`config.mk`:
```
export PLATFORM = sky130hd
export DESIGN_NAME = tsai_lerp_lane
export DESIGN_NICKNAME = d
export VERILOG_FILES = /design/src/design/tsai_pkg.sv /design/src/design/tsai_lerp_lane.sv
export VERILOG_INCLUDE_DIRS = /design/src /design/src/design
export SDC_FILE = /design/constraint.sdc
export NUM_CORES = 1
export LEC_CHECK = 0
export BUFFER_PORTS_ARGS = -buffer_cell sky130_fd_sc_hd__buf_2
export CAP_MARGIN = 20
export CORE_ASPECT_RATIO = 0.6
export CORE_MARGIN = 2
export CORE_UTILIZATION = 35
export DETAILED_ROUTE_END_ITERATION = 7
export HOLD_SLACK_MARGIN = 0.03
export MAX_ROUTING_LAYER = met4
export PLACE_DENSITY = 0.57
export SYNTH_ARGS = -nofsm -noshare
export SYNTH_HDL_FRONTEND = slang
export SYNTH_SLANG_ARGS = --single-unit
```
`constraint.sdc`:
```
create_clock -name clk -period 18.2 [get_ports clk]
set_input_delay 1.82 -clock clk [delete_from_list [all_inputs] [get_ports clk]]
set_output_delay 1.82 -clock clk [all_outputs]
set_load 0.02 [all_outputs]
```
`src/design/timestamp_aligned_sample_interpolator_core_defines.svh`:
```
// Assertion macros shared by the sample interpolator RTL.
// Define ASSERT_OFF to compile the assertions out; no other dependencies.
`ifndef TIMESTAMP_ALIGNED_SAMPLE_INTERPOLATOR_CORE_DEFINES_SVH
`define TIMESTAMP_ALIGNED_SAMPLE_INTERPOLATOR_CORE_DEFINES_SVH

`ifndef ASSERT_OFF
// Concurrent check on an explicit clock and reset
`define TSAI_ASSERT_CLK(lbl, clk_s, rst_s, prop, msg) \
  lbl: assert property (@(posedge clk_s) disable iff (rst_s) prop) else $error(msg);
// Concurrent check on the module's clk and rst
`define TSAI_ASSERT(lbl, prop, msg) \
  `TSAI_ASSERT_CLK(lbl, clk, rst, prop, msg)
`else
`define TSAI_ASSERT_CLK(lbl, clk_s, rst_s, prop, msg)
`define TSAI_ASSERT(lbl, prop, msg)
`endif

`endif

```
`src/design/tsai_pkg.sv`:
```
// Shared types, widths, codes and helpers for the timestamped sample interpolator.
// Used by tsai_lerp_lane and the top level; no dependencies.
package tsai_pkg;

  localparam int MOTORS         = 6;
  localparam int SPEED_W        = 16;
  localparam int TIME_W         = 48;
  localparam int GAP_W          = 20;
  localparam int SPD_VEC_W      = MOTORS * SPEED_W;
  localparam int IN_DATA_W      = TIME_W + SPD_VEC_W;
  localparam int STATUS_W       = 2;
  localparam int MAG_W          = SPEED_W;
  localparam int BIT_IDX_W      = $clog2(MAG_W);
  localparam int QUO_W          = MAG_W + 1;
  localparam int EXT_W          = SPEED_W + 3;
  localparam int RING_DEPTH_DEF = 32;

  localparam logic [GAP_W-1:0] GAP_RESET = GAP_W'(1);

  // Result kinds carried on the output tuser
  localparam logic [STATUS_W-1:0] STATUS_INTERP = 2'd0;
  localparam logic [STATUS_W-1:0] STATUS_NEWEST = 2'd1;
  localparam logic [STATUS_W-1:0] STATUS_EMPTY  = 2'd2;
  localparam logic [STATUS_W-1:0] STATUS_PUSHED = 2'd3;

  // Item kinds carried on the input tuser
  localparam logic OP_PUSH  = 1'b0;
  localparam logic OP_QUERY = 1'b1;

  typedef logic [SPD_VEC_W-1:0] spd_vec_t;

  // Sequencer to interpolation lane controls
  typedef struct packed {
    logic                 init;
    logic                 step;
    logic                 phase;
    logic [BIT_IDX_W-1:0] bit_idx;
  } lane_ctrl_t;

  // Clamp a widened signed value to int16
  function automatic logic signed [SPEED_W-1:0] sat16(input logic signed [EXT_W-1:0] v);
    logic signed [SPEED_W-1:0] r;
    if (v > EXT_W'(32767)) begin
      r = 16'sh7FFF;
    end else if (v < -EXT_W'(32768)) begin
      r = 16'sh8000;
    end else begin
      r = v[SPEED_W-1:0];
    end
    return r;
  endfunction

endpackage

```
`src/design/tsai_lerp_lane.sv`:
```
// One motor's interpolation lane: bit-serial n*|diff|/d with remainder,
// then truncation toward zero and int16 clamp. Depends on tsai_pkg and the defines header.
`include "timestamp_aligned_sample_interpolator_core_defines.svh"

module tsai_lerp_lane (
  input  logic                                 clk,
  input  logic                                 rst,
  input  tsai_pkg::lane_ctrl_t                 ctrl,
  input  logic signed [tsai_pkg::SPEED_W-1:0]  before_spd,
  input  logic signed [tsai_pkg::SPEED_W-1:0]  after_spd,
  input  logic        [tsai_pkg::TIME_W-1:0]   n,
  input  logic        [tsai_pkg::TIME_W-1:0]   d,
  output logic signed [tsai_pkg::SPEED_W-1:0]  result
);
  import tsai_pkg::*;

  logic signed [SPEED_W-1:0] before_r;
  logic                      neg;
  logic [MAG_W-1:0]          mag;
  logic [TIME_W-1:0]         rem_r;
  logic [QUO_W-1:0]          quo;

  logic signed [SPEED_W:0]   diff;
  logic signed [SPEED_W:0]   diff_abs;
  logic [TIME_W:0]           x;
  logic [TIME_W:0]           x_sub;
  logic                      x_ge;
  logic signed [EXT_W-1:0]   base;
  logic signed [EXT_W-1:0]   bse;
  logic signed [EXT_W-1:0]   qe;

  // Signed span between the two records
  assign diff     = (SPEED_W+1)'(after_spd) - (SPEED_W+1)'(before_spd);
  assign diff_abs = diff[SPEED_W] ? -diff : diff;

  // Half step: double the remainder, or add n when this bit of |diff| is set
  always_comb begin
    if (!ctrl.phase) begin
      x = {rem_r, 1'b0};
    end else begin
      x = {1'b0, rem_r} + (mag[ctrl.bit_idx] ? {1'b0, n} : '0);
    end
    x_ge  = x >= {1'b0, d};
    x_sub = x - {1'b0, d};
  end

  // Hold operands and advance the divider
  always_ff @(posedge clk) begin
    if (ctrl.init) begin
      before_r <= before_spd;
      neg      <= diff[SPEED_W];
      mag      <= diff_abs[MAG_W-1:0];
      rem_r    <= '0;
      quo      <= '0;
    end else if (ctrl.step) begin
      rem_r <= x_ge ? x_sub[TIME_W-1:0] : x[TIME_W-1:0];
      if (!ctrl.phase) begin
        quo <= {quo[QUO_W-2:0], 1'b0} + QUO_W'(x_ge);
      end else begin
        quo <= quo + QUO_W'(x_ge);
      end
    end
  end

  // Apply the quotient and truncate toward zero
  always_comb begin
    bse  = EXT_W'(before_r);
    qe   = signed'(EXT_W'(quo));
    base = neg ? (bse - qe) : (bse + qe);
    if (rem_r != '0) begin
      if (!neg && base < 0) begin
        base = base + EXT_W'(1);
      end else if (neg && base > 0) begin
        base = base - EXT_W'(1);
      end
    end
    result = sat16(base);
  end

  `TSAI_ASSERT(a_lane_num_below_den, ctrl.init |-> (n < d), "lane started with n not below d")
  `TSAI_ASSERT(a_lane_rem_below_den, ctrl.step |=> (rem_r < d), "divider remainder reached d")
  `TSAI_ASSERT(a_lane_quo_bound, ctrl.step |=> (quo <= QUO_W'(mag)), "quotient exceeds speed span")

endmodule
```
==> run metrics <==
CP peak stage delay 830 ps; Worst-path clk slew 80 ps; largest family of logic cells by synthesized area compound AO/OA/AOI/OAI gates; Hold Crit Depth 2; CP endpoint kind register; ys flop type dfxtp_1; H-tree levels 3; Max-cap violations 0; Core Area 39400 sq um; cts bufs inserted 9; r2r endpoint quo[16]$_SDFFE_PP0P_; Crit Path Max Fanout 48; die height 159 um; Leakage 0.00686 uW; YS warnings 0; hold_buf cts 0; Overall Global Routing Usage 21.9%; first-pass GRT wire length 71900 um; hold endpoint rem_r[9]$_SDFFE_PP0P_; Post-Syn Nets 2144; period utilization 63.0%; # fillers 4113; post-DR wirelength/cell 18.6 um; Antenna Nets Post-Route 0; post-synthesis mux area share 4.48%; share of cells above drive strength 1 14.0%; nets 2223; CTS root buffer clkbuf_16; status completed; register area 2290 sq um; residual DRC count 0; syn avg cell area 7.55 sq um; Synth Area in Adders 12.7%; synthesized instance count 1866; DR iter-0 viols 1132; via count 14300; Worst Hold Slack 528 ps; commonest cells after routing, fill and taps aside 169 x nand2_1, 151 x a21oi_1, 149 x nor2_1, 149 x buf_2, 137 x ha_1; WL final 46100 um; Slew Viols, Final 0; vias in the first global route 12800; type of the worst setup path in2reg; sequential fraction of the synthesis area 16.3%; worst hold path startpoint rem_r[9]$_SDFFE_PP0P_; post-DR vias/cell 5.75; CTS-repair resized insts 0; Setup Fix Bufs, Post-CTS 0; Seq cells post-synth 98; Post-Synth Simple-Gate Area 22.8%; Slew @ Worst Pin 1030 ps; I/O Pins 153; Hold Vio Cnt, Final 0; IR drop worst, VDD 56.9 uV; worst clock skew 15.7 ps; # rows 56; Post-synth EDFFs 33; Tmin final 11470 ps; Syn Std Cell Area 14100 sq um; Die X 263 um; Final setup viols 0; total gr overflow 0; worst skew pair latency 370 ps; multi-input logic area 11000 sq um; Clock Tree Buf Depth 2; arrival time worst endpoint 11690 ps; Starting Density 35.8%; Pre-antenna DRT Iters 5; largest net degree at the start of global routing 91; Area Overhead vs Synth 9.94%; RR Startpoint mag[13]$_DFFE_PP_; initial antenna violation count 8; slowest cell on the critical path mux4_2; R2R Setup Slk 8010 ps; Post-Synth XOR/XNOR Area 8.96%; FFs w/ async S/R, synth 0%; Hold Crit Class reg2reg; power density cells 120 nW/um^2; CTS tree yes; post-route setup TNS 0 ps; hpwl dp 36800 um; die area 41900 sq um; CP required 18420 ps; # clock sinks 98; RSZ-0062 raised after global routing false; FF-to-FF path depth 33; Setup crit start kind input port; most common cell after layout, fill and taps aside nand2_1; Slew HR 31.4%; library cells used by synthesis 96; fmax 87.2 MHz; gpl congestion 0.925; post-synthesis compound-gate area fraction 29.1%; input/output buffers 151
[synthesized netlist by cell type, drive strengths merged (28+ instances only)]
library cell / count / area, sq um
nand2: 169 / 634
a21oi: 153 / 773
nor2: 149 / 559
ha: 137 / 1710
inv: 110 / 413
o21ai: 100 / 538
xnor2: 100 / 895
a21o: 75 / 563
clkbuf: 73 / 275
dfxtp: 65 / 1300
and2: 63 / 394
xor2: 42 / 368
a311oi: 41 / 359
nand3: 40 / 200
mux2: 38 / 428
edfxtp: 33 / 991
nand4: 30 / 188
nor3: 30 / 155
and3: 28 / 175
[routing by layer]
layer	global-route usage, %	vias up	routed length (um)
li1	-	7068	-
met1	35.0	6660	25200
met2	26.9	481	16800
met3	3.53	48	3270
met4	5.87	0	824
met5	-	-	0
[worst max-delay path, delay by kind of cell]
family                   cells  cell delay (ps)
AO/OA/AOI/OAI               12             3560
XOR/XNOR                     1              170
adder cells (fa/ha/maj)      5             1590
buffers and inverters        2              830
multiplexers                 3             1650
AND/OR/NAND/NOR             11             1960
[cell families (layout without fill, tap and decap cells)]
family	count (synthesis)	count (layout)
AOI/OAI and AO/OA	591	591
xor gates and xnor gates	142	142
adders and majority gates	141	141
buffers and inverters	201	285
DFF	98	98
muxes	52	52
other	0	6
and+or+nand+nor	641	641
[power by group]
part	total (uW)	internal, uW	switching (uW)
Sequential	309	266	43.2
Clock	189	94.6	94.5
Combinational	1360	531	826
[flip-flops by register name, indices dropped and copies added, names as in the netlist]
name      cells
rem_r        48
before_r     16
neg           1
mag          16
quo          17
[metrics by stage]
stage                     std cells  power, uW  instance area (sq um)  util (%)  setup slack, ps
after CTS                      2472       1840                  15500      39.3             6790
after detailed placement       2456       1640                  15200      38.6             6450
after global routing           2478       2000                  15500      39.3             6060
after global placement         2455       1630                  15200      38.6             6640
after floorplan                1866       1310                  14100         -             9080
final                          2478       1860                  15500      39.3             6730
[cell type report]
cell class	count	share of cell area, %
multi-input combinational	1567	71.1
sequential	98	14.8
clock inverter	6	0.299
tap	522	4.22
inverter	110	2.67
clock buffer	10	1.48
antenna	6	0.0970
timing repair buffer	159	5.33
[worst max path at each step]
stage / start / endpoint / slack (ps)
floorplan: ctrl[0] / quo[16]$_SDFFE_PP0P_ / 9080
CTS: ctrl[0] / quo[16]$_SDFFE_PP0P_ / 6790
global route: ctrl[0] / quo[16]$_SDFFE_PP0P_ / 6060
global placement: ctrl[0] / quo[16]$_SDFFE_PP0P_ / 6640
detailed placement: ctrl[0] / quo[16]$_SDFFE_PP0P_ / 6450
finish: ctrl[0] / quo[16]$_SDFFE_PP0P_ / 6730
No activity file was read; power rests on OpenSTA's default activity.
